[src/hdl/fzs_divider.sv]
// ----------------------------------------------------------------------------
// fzs_divider
// Restoring divider producing one quotient bit per cycle.
// ----------------------------------------------------------------------------
module fzs_divider (
    input  logic        i_clk,
    input  logic        i_rst_n,
    input  logic        i_start,
    input  logic [63:0] i_num,
    input  logic [63:0] i_den,
    output logic        o_done,
    output logic [63:0] o_quo,
    output logic [63:0] o_rem
);

    logic [63:0] r_rem;
    logic [63:0] r_quo;
    logic [63:0] r_den;
    logic [6:0]  r_cnt;
    logic        r_busy;
    logic [64:0] n_trial;
    logic [64:0] n_shift;

    always_comb begin
        n_shift = {r_rem, r_quo[63]};
        n_trial = n_shift - {1'b0, r_den};
    end

    always_ff @(posedge i_clk) begin
        if (!i_rst_n) begin
            r_busy <= 1'b0;
            o_done <= 1'b0;
            r_cnt  <= '0;
        end else begin
            o_done <= r_busy && !i_start && (r_cnt == 7'd1);
            if (i_start) begin
                r_busy <= 1'b1;
                r_rem  <= '0;
                r_quo  <= i_num;
                r_den  <= i_den;
                r_cnt  <= 7'd64;
            end else if (r_busy) begin
                if (!n_trial[64]) begin
                    r_rem <= n_trial[63:0];
                    r_quo <= {r_quo[62:0], 1'b1};
                end else begin
                    r_rem <= n_shift[63:0];
                    r_quo <= {r_quo[62:0], 1'b0};
                end
                r_cnt <= r_cnt - 7'd1;
                if (r_cnt == 7'd1) begin
                    r_busy <= 1'b0;
                end
            end
        end
    end

    assign o_quo = r_quo;
    assign o_rem = r_rem;

endmodule

[config.mk]
export PLATFORM = sky130hd
export DESIGN_NAME = fzs_divider
export DESIGN_NICKNAME = d
export VERILOG_FILES = /design/src/hdl/fzs_divider.sv
export SDC_FILE = /design/constraint.sdc
export NUM_CORES = 1
export LEC_CHECK = 0
export BUFFER_PORTS_ARGS = -buffer_cell sky130_fd_sc_hd__clkbuf_2
export CORE_AREA = 2 2 115 200
export CTS_CLUSTER_DIAMETER = 150
export CTS_CLUSTER_SIZE = 30
export DETAILED_ROUTE_END_ITERATION = 10
export DIE_AREA = 0 0 117 202
export GPL_TIMING_DRIVEN = 0
export HOLD_SLACK_MARGIN = 0.02
export PLACE_DENSITY = 0.83
export SYNTH_ARGS = -nofsm -noshare
export SYNTH_HDL_FRONTEND = slang
export SYNTH_SLANG_ARGS = --single-unit
[constraint.sdc]
create_clock -name i_clk -period 7 [get_ports i_clk]
set_input_delay 1.4 -clock i_clk [delete_from_list [all_inputs] [get_ports i_clk]]
set_output_delay 1.4 -clock i_clk [all_outputs]
set_load 0.05 [all_outputs]
### Word-level counts from Yosys, hierarchy flattened

Index checks and enable logic that the tools add are counted.

* register bits after elaboration: 201
* bits in latches: 0
* RAM bits: 0
* bits in read-only memories: 0
* output and inout bits: 129
* word-level logic and storage cells: 28
* memories: 0

* $add $sub $neg: 2
* multiply operators: 0
* divide/modulo/power cells: 0
* magnitude comparators: 0
* eq/ne operators: 1
* shifts and indexed selects: 0
* multiplexer cells: 10
* bitwise gates (word level): 1
* reduce and logical (&&, ||, !) cells: 7

Operators by type and width (number)
* $mux 64: 4
* $sub 65x64->65: 1
* $mux 7: 2
* $eq 7x1->1 const B: 1
* $sub 7x1->7 const B: 1
* $mux 1: 4
* $reduce_and 2->1: 2
* $logic_and 1x1->1: 2
* $reduce_bool 2->1: 1
* $reduce_or 2->1: 1
* $logic_not 1->1: 1
* $not 1->1: 1

### Logic depth before layout (Yosys ltp)

* depth after elaboration: 4
* depth in mapped cells: 15

### Worst setup path before layout

Ideal clock, no wire load.

* path type: in2reg
* from: input port i_start
* to: register r_busy
* setup time: 0.071 ns
* data arrival time: 5.220 ns
* setup slack: 1.709 ns
* stages on the path: 4
* buffers on the path: 2
* cell sequence: clkbuf_1 > clkbuf_1 > o21a_1 > o41a_1

* word-level cells in the longest chain between the ends: 1

Ends and longest elaborated chain
* start: declaration: line 8 `input logic i_start,`
* $mux 1: line 36 `if (i_start) begin`
* end signal: assignment: line 31 `r_busy <= 1'b0;`
* end signal: assignment: line 37 `r_busy <= 1'b1;`
* end signal: assignment: line 52 `r_busy <= 1'b0;`
* end: declaration: line 20 `logic r_busy;`

Every way passes these cells.
A chain may end at the register's enable or synchronous reset.

### Worst setup path after layout

* from: register r_quo[63] (netlist: o_quo[63])
* to: register r_rem[6] (netlist: o_rem[6]), data pin

* word-level cells in the longest chain between the ends: 3

Ends and longest elaborated chain
* start: declaration: line 17 `logic [63:0] r_quo;`
* start signal: assignment: line 39 `r_quo <= i_num;`
* start signal: assignment: line 45 `r_quo <= {r_quo[62:0], 1'b1};`
* start signal: assignment: line 48 `r_quo <= {r_quo[62:0], 1'b0};`
* $sub 65x64->65: line 26 `n_trial = n_shift - {1'b0, r_den};`
* $mux 64: line 43 `if (!n_trial[64]) begin`
* $mux 64: line 42 `end else if (r_busy) begin`
* end signal: assignment: line 44 `r_rem <= n_trial[63:0];`
* end signal: assignment: line 47 `r_rem <= n_shift[63:0];`
* end: declaration: line 16 `logic [63:0] r_rem;`

Every way passes these cells. The select of a mux whose other input is x is not followed.

==> run summary <==
run status = complete, no violations
Synth Instances = 1053
register area = 5946 sq um
TritonCTS clock tree = done
sequential area share after synthesis = 0.4990
CP endpoint kind = register
row count = 72
Avg WL per Cell = 18.78 microns
RSZ-0062 raised after global routing = false
FFs w/ async S/R, synth = 0
met1 Track Usage GR = 0.2581
Filler cells = 1766
Die H = 202 microns
full die area = 23630 sq um
Post-Syn Nets = 1251
Comb pwr share = 0.388
Int Pwr = 2259 uW
RePlAce Congestion = 0.9046
die width = 117 microns
Yosys warnings = 0
Seq pwr share = 0.426
Area after DPL = 13640 sq um
pins over their slew limit = 0
critical path arrival = 4.20 ns
top cell type by total area after synthesis = edfxtp_1
initial DRC count = 481
dpl hpwl = 24170 microns
syn_area_per_cell = 11.32 sq um
Worst-path clk slew = 0.11 ns
area of the multi-input gates = 5431 sq um
Area contributors post-synth = edfxtp_1 (48%), ha_1 (6.9%), mux2_2 (6.0%)
number of vias in the routed layout = 9236
clk_lat worst skew = 0.48 ns
vias in the first global route = 9526
maxcap violations = 0
Resized cells post-CTS = 0
pwr dens = 256.7 nW/um^2
clock sinks = 201
Clock Skew = 0.03088 ns
fin crit period = 4.002 ns
Tcrit/Tclk final = 0.5718
crit path launch type = register
M3 GR Usage = 0.05007
GRT overflow = 0
Most Used Layer, Global Route = met2
Vias/cell = 5.687
TritonCTS Buffers = 10
first-pass GRT wire length = 47210 microns
CP cell instances = inv_1 -> ha_1 -> fa_1 -> nand2b_1 -> a211oi_1 -> nor2_1 -> a21oi_4 -> a21oi_2 -> o41ai_4 -> a21oi_4 -> xnor2_4 -> buf_6 -> buf_12 -> mux2i_1 -> nor2_1
Total Routed Length = 30500 microns
CTS Hold Bufs = 0
clock root buffer = clkbuf_16
FF+latch count, synth = 201
Nets = 1523
htree depth = 1
Total GRT Usage = 0.2553
Post-CTS Setup Repair Bufs = 0
finished layout cell area = 13940 sq um
area delta synth->final = 16.99%
kind of critical path = register to register
core area = 22070 sq um
Crit-path slowest cell = o41ai_4
count leader, synth = edfxtp_1
clock network power share = 0.186
clk buf depth = 3
Crit path largest cell delay = 0.55 ns
worst slew pin tran = 0.8837 ns
Post-synth EDFFs = 192
hold_ws = 0.5058 ns
Hold WC Path Type = register to register
top cells by count, synth = edfxtp_1 (192), nor2_1 (97), inv_1 (81)
Pre-Repair DR Iteration Count = 8
antenna viol nets, final = 0
IO buf count = 258
share of the synthesized area in the top cell type = 0.4838
Initial Util = 0.5399
ratio of cells with drive above 1 in the final layout = 0.2786
relative slew slack = 0.4108
Max FO, Critical Path = 10
antenna diode count = 0
antenna violations before repair = 0
Max Fclk = 0.2499 GHz
final setup fails = 0
Netlist cell types = 68
top_reg_cell synth = edfxtp_1
Ports = 260
switch share = 0.3687
met2 usage = 0.5012
Post-route DRC = 0
Final Hold Vio Count = 0
Critical Path RT = 7.20 ns
Worst VDD drop = 0.2304 mV
largest net degree at the start of global routing = 65
setup_tns = 0 ns
Leakage = 0.006053 uW
Psw = 1319 uW
mapped cell area = 11920 sq um
through the flow:
step	utilization	power, uW	std cells	setup slack (ns)
5_1_grt	0.6316	3760	1624	2.687
6_report	0.6316	3578	1624	2.998
2_1_floorplan	-	2604	1053	1.709
4_1_cts	0.6316	3596	1624	2.989
3_5_place_dp	0.6181	2934	1609	2.695
3_3_place_gp	0.6152	2909	1607	-0.3920
area by class of cell:
type	count	area share
Sequential cell	201	0.4265
Multi-Input combinational cell	725	0.3896
Timing Repair Buffer	260	0.09657
Tap cell	296	0.02657
Inverter	81	0.02181
Clock buffer	14	0.02055
Buffer	46	0.01759
Clock inverter	1	0.0008078
flip-flops by register name (all words and copies together) (netlist names):
signal	cells
o_rem	64
r_busy	1
o_done	1
r_cnt	7
o_quo	64
r_den	64
final timing paths:
kind / startpoint / to / slack [ns] / depth (start not counted)
worst min register to register: r_cnt[6] / o_done / 0.51 / 1
worst min-delay path: r_cnt[6] / o_done / 0.51 / 1
worst max register to register: o_quo[63] / o_rem[6] / 3.00 / 15
worst max-delay path: o_quo[63] / o_rem[6] / 3.00 / 15
power groups by stage:
stage / logic [uW] / registers (uW) / clock network [uW]
floorplan: 825 / 1780 / 0
detailed placement: 1380 / 1550 / 0
finish: 1390 / 1530 / 664
global placement: 1350 / 1560 / 0
CTS: 1390 / 1530 / 683
global route: 1510 / 1540 / 718
cell families (layout without fill, tap and decap cells):
group | Yosys count | after routing | share of synthesized area
buffers and inverters | 127 | 402 | 0.04609
flip-flops | 201 | 201 | 0.4989
XOR/XNOR | 68 | 68 | 0.05155
AO/OA/AOI/OAI | 228 | 228 | 0.1318
adder cells (fa/ha/maj) | 67 | 67 | 0.07098
AND/OR/NAND/NOR | 245 | 245 | 0.09566
multiplexers | 117 | 117 | 0.1050
worst max-delay path, delay by kind of cell, from the launching register on:
family          cells  cell delay, ns
compound gates      5            1.29
flops               1            0.41
fa+ha+maj           2            0.64
mux                 1            0.25
simple gates        3            0.44
xor+xnor            1            0.24
buf+inv             3            0.47
per-layer routing:
metal | vias to the layer above | part of all wire | wire (microns)
met4 | 0 | 0.033 | 1011
met5 | - | 0 | 0
met3 | 70 | 0.059 | 1790
met1 | 4428 | 0.34 | 10330
met2 | 341 | 0.57 | 17370
li1 | 4397 | - | -
cells in the final DEF (no fill, tap or decap), types with 8 or more instances in the layout:
master / n
nand2_1: 54
a211oi_1: 10
o22ai_1: 10
nor3_1: 12
and3_1: 10
o211ai_1: 8
nor2_1: 97
clkbuf_2: 258
nand4_1: 15
ha_1: 66
nand2b_1: 16
inv_1: 81
dfxtp_1: 9
a31oi_1: 12
edfxtp_1: 192
clkbuf_1: 31
mux2_2: 63
a21o_1: 30
xor2_1: 22
nand3_1: 14
a21oi_1: 67
xnor2_1: 45
o21ai_0: 34
nor2b_1: 8
clkbuf_16: 11
mux2i_1: 53
buf_2: 11
(Power assumes the default switching activity.)
