$ cat src/hdl/fzs_sqrt.sv
// ----------------------------------------------------------------------------
// fzs_sqrt
// Integer square root, one result bit per cycle.
// ----------------------------------------------------------------------------
module fzs_sqrt (
    input  logic        i_clk,
    input  logic        i_rst_n,
    input  logic        i_start,
    input  logic [63:0] i_val,
    output logic        o_done,
    output logic [31:0] o_root
);

    logic [63:0] r_v;
    logic [63:0] r_res;
    logic [63:0] r_bit;
    logic        r_busy;
    logic [63:0] n_sum;

    assign n_sum = r_res + r_bit;

    always_ff @(posedge i_clk) begin
        if (!i_rst_n) begin
            r_busy <= 1'b0;
            o_done <= 1'b0;
        end else begin
            o_done <= r_busy && !i_start && r_bit[0];
            if (i_start) begin
                r_busy <= 1'b1;
                r_v    <= i_val;
                r_res  <= '0;
                r_bit  <= 64'h4000_0000_0000_0000;
            end else if (r_busy) begin
                if (r_v >= n_sum) begin
                    r_v   <= r_v - n_sum;
                    r_res <= (r_res >> 1) + r_bit;
                end else begin
                    r_res <= r_res >> 1;
                end
                r_bit <= r_bit >> 2;
                if (r_bit[0]) begin
                    r_busy <= 1'b0;
                end
            end
        end
    end

    assign o_root = r_res[31:0];

endmodule

$ cat config.mk
export PLATFORM = sky130hd
export DESIGN_NAME = fzs_sqrt
export DESIGN_NICKNAME = d
export VERILOG_FILES = /design/src/hdl/fzs_sqrt.sv
export SDC_FILE = /design/constraint.sdc
export NUM_CORES = 1
export LEC_CHECK = 0
export BUFFER_PORTS_ARGS = -buffer_cell sky130_fd_sc_hd__buf_2
export CAP_MARGIN = 20
export CORE_AREA = 3 3 248 225
export CTS_CLUSTER_SIZE = 16
export DETAILED_ROUTE_END_ITERATION = 8
export DIE_AREA = 0 0 251 228
export HOLD_SLACK_MARGIN = 0.02
export RECOVER_POWER = 25
export SYNTH_ARGS = -nofsm -noshare
export SYNTH_HDL_FRONTEND = slang
export SYNTH_SLANG_ARGS = --single-unit
$ cat constraint.sdc
create_clock -name i_clk -period 13.44 [get_ports i_clk]
set_clock_uncertainty 0.2 [all_clocks]
set_input_delay 3.36 -clock i_clk [delete_from_list [all_inputs] [get_ports i_clk]]
set_output_delay 3.36 -clock i_clk [all_outputs]
set_load 0.02 [all_outputs]
After elaboration in Yosys (flattened, before gate mapping)
Cells that the tools add are included.
Cells by class
  $add $sub $neg: 3
  magnitude comparators: 1
  mux-type cells: 9
  reduce and logical (&&, ||, !) cells: 7
Operators with widths (number)
  $mux 64: 5
  $add 63x63->64: 1
  $add 64x63->64: 1
  $ge 64x64->1: 1
  $sub 64x64->64: 1
  $mux 63: 1
  $reduce_bool 2->1: 2
  $mux 1: 3
  $reduce_and 3->1: 1
  $logic_and 1x1->1: 2
  $reduce_and 2->1: 1
  $logic_not 1->1: 1
Storage, ports and cells
  bits in registers: 162
  input port bits: 67
  output and inout port bits: 33
  logic and storage cells: 25

Depth between registers and ports, before layout
Gate-level depths: netlist of run 1.
  word-level depth: 5
  mapped depth: 25
  depth with buffers taken out: 21

Worst setup path after synthesis of run 1
No wires, ideal clock.
  path kind: input to register
  start point: input i_start
  end point: register r_v[0] (enable)
  library setup time: 0.583 ns
  arrival time: 10.971 ns
  required time: 12.657 ns
  slack: 1.686 ns
  cell stages on the path: 4
  path buffers: 2
  cell sequence: clkbuf_1 -> clkbuf_1 -> o21a_1 -> a21boi_0
Between the ends
  word-level cells in the longest chain between the ends: 2
  elaborated cells between the ends (all ways): 3
  classes of those cells: reduce/logical (3)
RTL lines
  start, declared: RTL line 8  | input logic i_start,
  $reduce_bool 2->1 (no line)
  $reduce_and 3->1 (no line) *
  end signal, assigned: RTL line 30  | r_v <= i_val;
  end signal, assigned: RTL line 35  | r_v <= r_v - n_sum;
  end, declared: RTL line 14  | logic [63:0] r_v;
Every way passes the cells marked *; elsewhere a longest branch is shown, timed or not.
A chain may end at the register's enable or synchronous reset.

Worst setup path after layout of run 1
  start point: input i_start
  end point: register o_done
Between the ends
  word-level cells in the longest chain between the ends: 3
RTL lines
  $logic_not 1->1: RTL line 27  | o_done <= r_busy && !i_start && r_bit[0];
  $logic_and 1x1->1 (2 in series): RTL line 27
  end signal, assigned: RTL line 27
  end, declared: RTL line 10  | output logic o_done,
Every way passes these cells.

==> results of run 1 <==
==> layer usage <==
metal | GRT usage | vias up
met3 | 0.0199 | 51
met4 | 0.0402 | 0
met2 | 0.279 | 458
li1 | - | 7071
met1 | 0.223 | 6996
met5 | 0 | -
==> through the flow <==
stage / utilization / power [uW] / instances
finish: 0.326 / 2270 / 2609
global route: 0.326 / 2420 / 2609
CTS: 0.327 / 2270 / 2609
detailed placement: 0.316 / 1740 / 2577
global placement: 0.316 / 1730 / 2577
floorplan: - / 1500 / 1887
==> power by group <==
part	switching (uW)	internal, uW	total [uW]
registers	59.8	640	700
clock network	246	279	525
logic	641	399	1040
total	947	1320	2270
==> worst max-delay path, stage by stage <==
cell and delay [ns]:
clkbuf_1 2.35, clkbuf_1 1.99, nor2b_1 0.74, and3_1 0.44
==> cell type report <==
cell class	instances	area, sq um
multi-input cells	1570	10400
clock inverters	15	174
fillers	5649	35900
flip-flops and latches	162	4840
clock buffers	17	425
inverters	40	150
repair buffers	108	520
well taps	697	872
==> flip-flops by register name, indices dropped and copies added, names as in the netlist <==
name	count
r_busy	1
r_v	64
r_res	64
o_done	1
r_bit	32
==> logic make-up (layout without fill, tap and decap cells) <==
logic type	Yosys count	count (layout)	synth area share
compound gates	617	617	0.260
flops	162	162	0.304
simple gates	658	658	0.196
xor+xnor	159	159	0.0872
buf+inv	155	180	0.0469
mux	5	5	0.00345
fa+ha+maj	131	131	0.103
==> cells in the mapped netlist (all sizes together), types with 8 or more instances <==
library cell	instances
a211oi	41
a21boi	8
a21o	45
a21oi	119
a311oi	8
a31o	11
a31oi	59
and2	17
and3	14
and4	9
buf	46
clkbuf	69
edfxtp	160
ha	130
inv	40
nand2	206
nand2b	15
nand3	39
nand4	48
nor2	170
nor2b	49
nor3	42
nor4	10
o211ai	13
o21a	25
o21ai	161
o21bai	48
o31ai	11
or3	18
xnor2	69
xor2	90
==> cell usage in the layout, fill, tap and decap left out, types with 22 or more instances in the layout <==
cell type and count:
nand2_1 206, nor2_1 168, edfxtp_1 160, o21ai_0 156, ha_1 130, a21oi_1 118, xor2_1 90, buf_2 71
xnor2_1 69, a31oi_1 59, nor2b_1 49, o21bai_1 48, nand4_1 48, a21o_1 45, nor3_1 42, inv_1 39
nand3_1 39, clkbuf_1 30, o21a_1 24, a211oi_1 22
==> worst paths after layout <==
| kind | to | slack, ns | startpoint |
|---|---|---|---|
| max | o_done | 4.59 | i_start |
| min | o_done | 0.29 | r_busy |
| max reg2reg | r_res[46] | 6.05 | r_res[2] |
| min reg2reg | o_done | 0.29 | r_busy |
==> qor.txt, run 1 <==
Status: finished with violations
Failing checks: capacitance limit, slew limit
CTS Buffer Depth: 2
Die height: 228 um
Via density: 5.59
CTS Buf Count: 17
H-tree Lvls: 4
Global route overflow: 0
Area leader, netlist: edfxtp_1
Total core area: 53300 sq um
First-pass GRT wire length: 76.0 mm
Register area share after synthesis: 0.304
DRC viols: 0
WHS: 0.288 ns
HPWL after detailed placement: 37.3 mm
Syn-to-layout area delta: 8.80%
CTS root buf: clkbuf_16
IO buf count: 99
Yosys top cell area share: 0.301
Initial core utilization: 0.300
PD cells: 130 nW/um^2
Slew headroom: -1.27
Hold WC Path Type: register to register
Clock Sinks: 162
CTS tree: yes
R2R depth: 22
Startpoint types: primary input
Dpl ws: 6.22 ns
DR iter-0 viols: 1109
Synth Cell Area: 16000 sq um
Crit path DAT: 9.01 ns
Drt pass-1 iters: 7
Setup-failing EPs final: 0
Worst-margin pin slew: 3.41 ns
Critical Path End Type: register
Post-synth net total: 2085
Largest net degree at the start of global routing: 92
Max Transition Viols Final: 158
Layout Nets: 2097
GRT Resource Usage Total: 0.165
Setup_tns: 0 ns
Avg Inst Size Synth: 8.46 sq um
Post-DR wirelength/cell: 18.5 um
Share of layout cells above drive strength 1: 0.0842
Site Rows: 80
Final Hold Fails: 0
ANT nets after route: 0
Finished Cell Area: 17400 sq um
Diode count: 0
Vias in the first global route: 13800
Top FF cell, synth: edfxtp_1
DR WL met2: 23.0 mm
Via count: 14600
Post-Syn Instances: 1887
Post-CTS Resized: 0
Max-cap viol count: 3
Fin crit period: 8.85 ns
Yosys cell types: 82
Synthesis Warnings: 0
Synth top area cells: edfxtp_1 30%, ha_1 10%, xor2_1 4.9%
DRT met1 WL: 22.0 mm
Static leakage: 0.00639 uW
Met3 WL: 2.57 mm
Clk_lat worst skew: 0.46 ns
Peak Freq: 113 MHz
Post-route clock period utilization: 0.659
Ys async rst share: 0
Peak VDD IR: 0.0975 mV
Clock slew at reported path FFs: 0.07 ns
#FFs+latches synth: 162
Die width: 251 um
Worst endpoint required time: 13.59 ns
Io pins: 100
EDFF count, synth: 160
Crit-path max FO: 66
Initial antenna violation count: 0
Gpl congestion: 0.904
Post-CTS setup buffers: 0
Die ar.: 57200 sq um
Worst hold path stage count: 1
WL final: 48.4 mm
RSZ-0062 raised after global routing: false
DR top layer: met4
Crit Path Class: primary input to register
CTS Hold Buffers Added: 0
Worst setup margin: 4.59 ns
Post-DP Area: 16800 sq um
Note: power is estimated with default switching activity, not from simulation.
==> inputs of run 2 (changes only) <==
==> constraint.sdc (replaced) <==
create_clock -name i_clk -period 8.98 [get_ports i_clk]
set_clock_uncertainty 0.2 [all_clocks]
set_input_delay 2.245 -clock i_clk [delete_from_list [all_inputs] [get_ports i_clk]]
set_output_delay 2.245 -clock i_clk [all_outputs]
set_load 0.02 [all_outputs]
==> qor.txt, run 2 (synthesis results as in run 1) <==
Status: finished with violations
Failing checks: capacitance limit, slew limit
Critical Path End Type: register
Gpl congestion: 0.908 (+0.42%)
Most frequent cells in the layout: 205 x nand2_1, 167 x nor2_1, 160 x edfxtp_1
First-pass GRT wire length: 77.1 mm (+1.5%)
CTS Buffer Depth: 2 (unchanged)
Clk network pwr share: 0.230 (-0.002)
DR iter-0 viols: 1008 (-9.1%)
Via density: 5.58 (-0.20%)
Final Hold Fails: 0 (unchanged)
Post-route clock period utilization: 0.846
Diode count: 0 (unchanged)
Drt pass-1 iters: 7 (unchanged)
Die width: 251 um (unchanged)
Setup_tns: 0 ns (unchanged)
Cell Int Power: 1990 uW (+51%)
Clk_lat worst skew: 0.46 ns (about the same)
Post-DR wirelength/cell: 18.6 um (+0.44%)
Clock Sinks: 162 (unchanged)
Sw frac: 0.413 (-0.00494)
Startpoint types: register
Sequential share of power: 0.309 (about the same)
Critical path buffers and inverters: 3 (+1)
Die ar.: 57200 sq um (unchanged)
Crit-path max FO: 64 (-3.0%)
Biggest regs: r_res: 64 flops, r_v: 64 flops, r_bit: 32 flops
Max stage delay on crit path: 0.58 ns (-1.77 ns)
Crit path DAT: 7.47 ns (-1.54 ns)
Commonest non-fill, non-tap cell in the layout: nand2_1
R2R depth: 22 (unchanged)
Static leakage: 0.00638 uW (-0.19%)
ANT nets after route: 0 (unchanged)
Slowest CP cell: a221o_1
WL final: 48.5 mm (+0.40%)
Initial core utilization: 0.300 (unchanged)
PD cells: 195 nW/um^2 (+50%)
CTS Buf Count: 17 (unchanged)
Site Rows: 80 (unchanged)
Initial antenna violation count: 0 (unchanged)
Max Transition Viols Final: 194 (+23%)
Total core area: 53300 sq um (unchanged)
Worst-margin pin slew: 3.37 ns (-0.0430 ns)
GRT Resource Usage Total: 0.166 (+0.00186)
Peak Freq: 132 MHz
Worst setup margin: 1.38 ns (-3.20 ns)
Largest net degree at the start of global routing: 87 (-5.4%)
Filler Cell Count: 5663 (+0.25%)
Worst endpoint required time: 8.85 ns (-4.74 ns)
DRC viols: 0 (unchanged)
Global route overflow: 0 (unchanged)
Crit Path Class: register to register
Comb pwr share: 0.461 (+0.002)
RSZ-0062 raised after global routing: false
Worst path top cell family by delay: compound AO/OA/AOI/OAI gates
Share of layout cells above drive strength 1: 0.0832 (-0.00100)
Io pins: 100 (unchanged)
Post-CTS setup buffers: 0 (unchanged)
Layout Nets: 2097 (unchanged)
Die height: 228 um (unchanged)
CP Cell Sequence: ha_4, a31o_2, a31oi_1, nor4b_1, o21ai_0, a21oi_1, o211ai_1, o31ai_1, a21boi_0, xor2_1, ha_1, a21oi_1, o21bai_1, a21oi_1, o21ai_0, a221o_1, a221o_1, buf_4, nor2_2, buf_4, a21boi_4, buf_4
Setup-failing EPs final: 0 (unchanged)
Psw: 1400 uW (+48%)
CTS tree: yes
Clock slew at reported path FFs: 0.07 ns (about the same)
Syn-to-layout area delta: 8.92%
H-tree Lvls: 4 (unchanged)
HPWL after detailed placement: 37.6 mm (+0.67%)
CTS Hold Buffers Added: 0 (unchanged)
Max-cap viol count: 3 (unchanged)
Dpl ws: 1.61 ns (-4.61 ns)
Slew headroom: -1.25 (+0.0287)
Worst hold path stage count: 1 (unchanged)
IO buf count: 99 (unchanged)
Crit. path cell count: 22 (+18)
CTS root buf: clkbuf_16
Hold WC Path Type: register to register
Peak VDD IR: 0.160 mV (+64%)
Vias in the first global route: 14100 (+1.8%)
Fin crit period: 7.60 ns
Post-CTS Resized: 0 (unchanged)
Via count: 14500 (-0.23%)
[run 2: changes by cell type in the layout (fill, tap and decap cells not counted), moves of 2 or more]
| cell | change |
|---|---|
| clkbuf_1 | +7 |
| buf_2 | -6 |
| clkinv_2 | +2 |
| clkinv_4 | +2 |
| clkinvlp_4 | -2 |
| ha_1 | -2 |
| ha_4 | +2 |
| inv_6 | -2 |
| inv_8 | -2 |
| o21ai_0 | -2 |
| o21ai_1 | +2 |
[run 2: per-stage QoR]
step	hold WS, ns	cell area [sq um]	cells	utilization	total power, uW
after detailed placement	0.292	16900	2577	0.317	2620
after global placement	0.287	16900	2577	0.317	2600
after CTS	0.310	17400	2608	0.328	3400
after floorplan	0.273	16000	1887	-	2250
after global routing	0.320	17400	2608	0.326	3630
final	0.297	17400	2608	0.326	3400
[run 2: per-layer routing]
layer | track usage | part of all wire
met5 | 0 | 0
met4 | 0.0430 | 0.018
met3 | 0.0286 | 0.054
met2 | 0.279 | 0.47
met1 | 0.222 | 0.46
[run 2: area by class of cell]
cell class / instances / area [sq um] / share of cell area
flip-flops and latches: 162 / 4840 / 0.279
multi-input cells: 1570 / 10400 / 0.599
clock inverters: 12 / 156 / 0.00900
repair buffers: 108 / 514 / 0.0296
inverters: 40 / 150 / 0.00864
clock buffers: 19 / 433 / 0.0249
well taps: 697 / 872 / 0.0502
[run 2: final timing paths]
path | start | end | slack, ns
worst min register to register | r_busy | o_done | 0.30
worst min-delay path | r_busy | o_done | 0.30
worst max register to register | r_res[2] | r_v[56] | 1.38
worst max-delay path | r_res[2] | r_v[56] | 1.38
[run 2: power by group through the flow]
stage	combinational [uW]	sequential [uW]	clock (uW)
3_5_place_dp	1550	1060	0
6_report	1570	1050	782
3_3_place_gp	1540	1060	0
4_1_cts	1560	1050	792
2_1_floorplan	1230	1020	0
5_1_grt	1750	1060	821
==> inputs of run 3 (changes only) <==
==> constraint.sdc (replaced) <==
create_clock -name i_clk -period 7.7 [get_ports i_clk]
set_clock_uncertainty 0.2 [all_clocks]
set_input_delay 1.925 -clock i_clk [delete_from_list [all_inputs] [get_ports i_clk]]
set_output_delay 1.925 -clock i_clk [all_outputs]
set_load 0.02 [all_outputs]
==> qor.txt, run 3 (synthesis results as in run 1) <==
Drt pass-1 iters: 5 (-2)
Multi-input gate area: 10500 sq um (+0.72%)
Layout Nets: 2098 (+0.048%)
Status: finished with violations
Clk network pwr share: 0.219 (-0.011)
First-pass GRT wire length: 77.5 mm (+0.53%)
Sw frac: 0.421 (+0.00748)
Post-route clock period utilization: 0.914 (+0.0681)
Clk_lat worst skew: 0.46 ns (about the same)
Hold WC Path Type: register to register
RSZ-0062 raised after global routing: false
Filler Cell Count: 5674 (+0.19%)
Syn-to-layout area delta: 9.48%
Max-cap viol count: 1 (-2)
Post-CTS setup buffers: 0 (unchanged)
DR iter-0 viols: 1107 (+9.8%)
Worst hold path stage count: 1 (unchanged)
Die width: 251 um (unchanged)
Failing checks: capacitance limit, slew limit
PD cells: 225 nW/um^2 (+15%)
Via count: 14500 (-0.10%)
R2R Setup Slk: 0.66 ns (-0.72 ns)
Setup-failing EPs final: 0 (unchanged)
GRT Resource Usage Total: 0.167 (+0.00103)
Initial core utilization: 0.300 (unchanged)
Gpl congestion: 0.919 (+1.2%)
Post-CTS Resized: 0 (unchanged)
Final Hold Fails: 0 (unchanged)
Setup_tns: 0 ns (unchanged)
Global route overflow: 0 (unchanged)
Clock slew at reported path FFs: 0.07 ns (about the same)
R2R depth: 21 (-4.5%)
Sequential share of power: 0.311 (+0.002)
Worst r2r dst: r_res[30]
Worst-margin pin slew: 4.01 ns (+0.643 ns)
Max Transition Viols Final: 78 (-60%)
Design Power: 3930 uW (+16%)
CTS Hold Buffers Added: 0 (unchanged)
Slew headroom: -1.67 (-0.429)
Total core area: 53300 sq um (unchanged)
Biggest regs: r_res: 64 flops, r_v: 64 flops, r_bit: 32 flops
IO buf count: 99 (unchanged)
Crit path DAT: 6.88 ns (-0.59 ns)
WHS: 0.299 ns (+0.00153 ns)
H-tree Lvls: 4 (unchanged)
HPWL after detailed placement: 37.7 mm (+0.44%)
Placed cell count: 2578 (+0.039%)
Reg-to-reg startpoint: r_res[2]
Startpoint types: register
Final instance count without filler cells: 2610 (+0.077%)
Vias in the first global route: 14100 (+0.33%)
CTS root buf: clkbuf_16
Worst Hold Path EP: o_done
ANT nets after route: 0 (unchanged)
Io pins: 100 (unchanged)
Critical Path End Type: register
CTS Buf Count: 17 (unchanged)
Initial antenna violation count: 1 (+1)
Via density: 5.57 (-0.18%)
CTS Buffer Depth: 2 (unchanged)
Worst endpoint required time: 7.54 ns (-1.31 ns)
Cell Int Power: 2280 uW (+14%)
Peak VDD IR: 0.173 mV (+7.7%)
Largest net degree at the start of global routing: 80 (-8.0%)
Reg area: 4840 sq um (unchanged)
Diode count: 0 (unchanged)
Comb pwr share: 0.470 (+0.009)
DRC viols: 0 (unchanged)
WL final: 49.0 mm (+1.0%)
Site Rows: 80 (unchanged)
Static leakage: 0.00643 uW (+0.72%)
Peak Freq: 142 MHz (+7.9%)
Crit path from: r_res[2]
Crit-path max FO: 28 (-56%)
Share of layout cells above drive strength 1: 0.0957 (+0.0125)
Fin crit period: 7.04 ns (-0.559 ns)
Die height: 228 um (unchanged)
Crit Path Class: register to register
Most frequent cells in the layout: 203 x nand2_1, 166 x nor2_1, 160 x edfxtp_1
Post-DR wirelength/cell: 18.8 um (+0.92%)
Min-Delay Startpoint: r_busy
CTS tree: yes
Commonest non-fill, non-tap cell in the layout: nand2_1
Psw: 1650 uW (+18%)
Clock Sinks: 162 (unchanged)
Die ar.: 57200 sq um (unchanged)
[run 3: changes by cell type in the layout (fill, tap and decap cells not counted), sizes merged]
cell    before  now
buf         72   82
clkbuf      55   45
inv         42   45
bufinv       3    1
clkinv       6    7
[run 3: power by group through the flow]
| stage | Sequential (uW) | Clock [uW] | Combinational, uW |
|---|---|---|---|
| floorplan | 1190 | 0 | 1450 |
| global placement | 1240 | 0 | 1810 |
| detailed placement | 1240 | 0 | 1840 |
| CTS | 1220 | 880 | 1850 |
| global route | 1230 | 914 | 2060 |
| finish | 1220 | 860 | 1850 |
[run 3: how the worst max path moves through the flow]
stage                      to  depth (start not counted)
floorplan              r_v[0]                         20
global placement       r_v[0]                         22
detailed placement     r_v[2]                         22
CTS                    r_v[2]                         22
global route        r_res[30]                         21
finish              r_res[30]                         21
[run 3: cell type report]
| class | count | area share |
|---|---|---|
| sequential | 162 | 0.277 |
| multi-input combinational | 1570 | 0.600 |
| tap | 697 | 0.0499 |
| clock buffer | 18 | 0.0246 |
| inverter | 40 | 0.00859 |
| timing repair buffer | 109 | 0.0321 |
| clock inverter | 14 | 0.00737 |
[run 3: through the flow]
step / utilization / setup slack (ns) / area [sq um]
finish: 0.328 / 0.660 / 17500
global route: 0.328 / 0.220 / 17500
CTS: 0.329 / 0.826 / 17500
detailed placement: 0.318 / 0.876 / 17000
global placement: 0.318 / 0.955 / 17000
floorplan: - / -1.93 / 16100
[run 3: routing by layer]
metal | up-vias | GRT usage | part of all wire
met5 | - | 0 | 0
met4 | 0 | 0.0392 | 0.016
met3 | 50 | 0.0257 | 0.047
met2 | 382 | 0.283 | 0.47
met1 | 7031 | 0.225 | 0.46
li1 | 7064 | - | -
[run 3: critical path, cell delays in order (launching register included)]
cell,delay [ns]
edfxtp_1,0.51
ha_4,0.35
a31o_2,0.17
a31oi_1,0.18
nor4b_1,0.60
o21ai_0,0.25
a21oi_1,0.36
o211ai_1,0.23
o31ai_1,0.42
a21boi_0,0.18
xor2_1,0.19
ha_1,0.41
a21oi_1,0.30
o21bai_1,0.10
a21oi_1,0.20
o21ai_0,0.12
a221o_1,0.36
a221o_1,0.39
or2_2,0.57
buf_12,0.28
nor2_1,0.14
a211oi_2,0.06
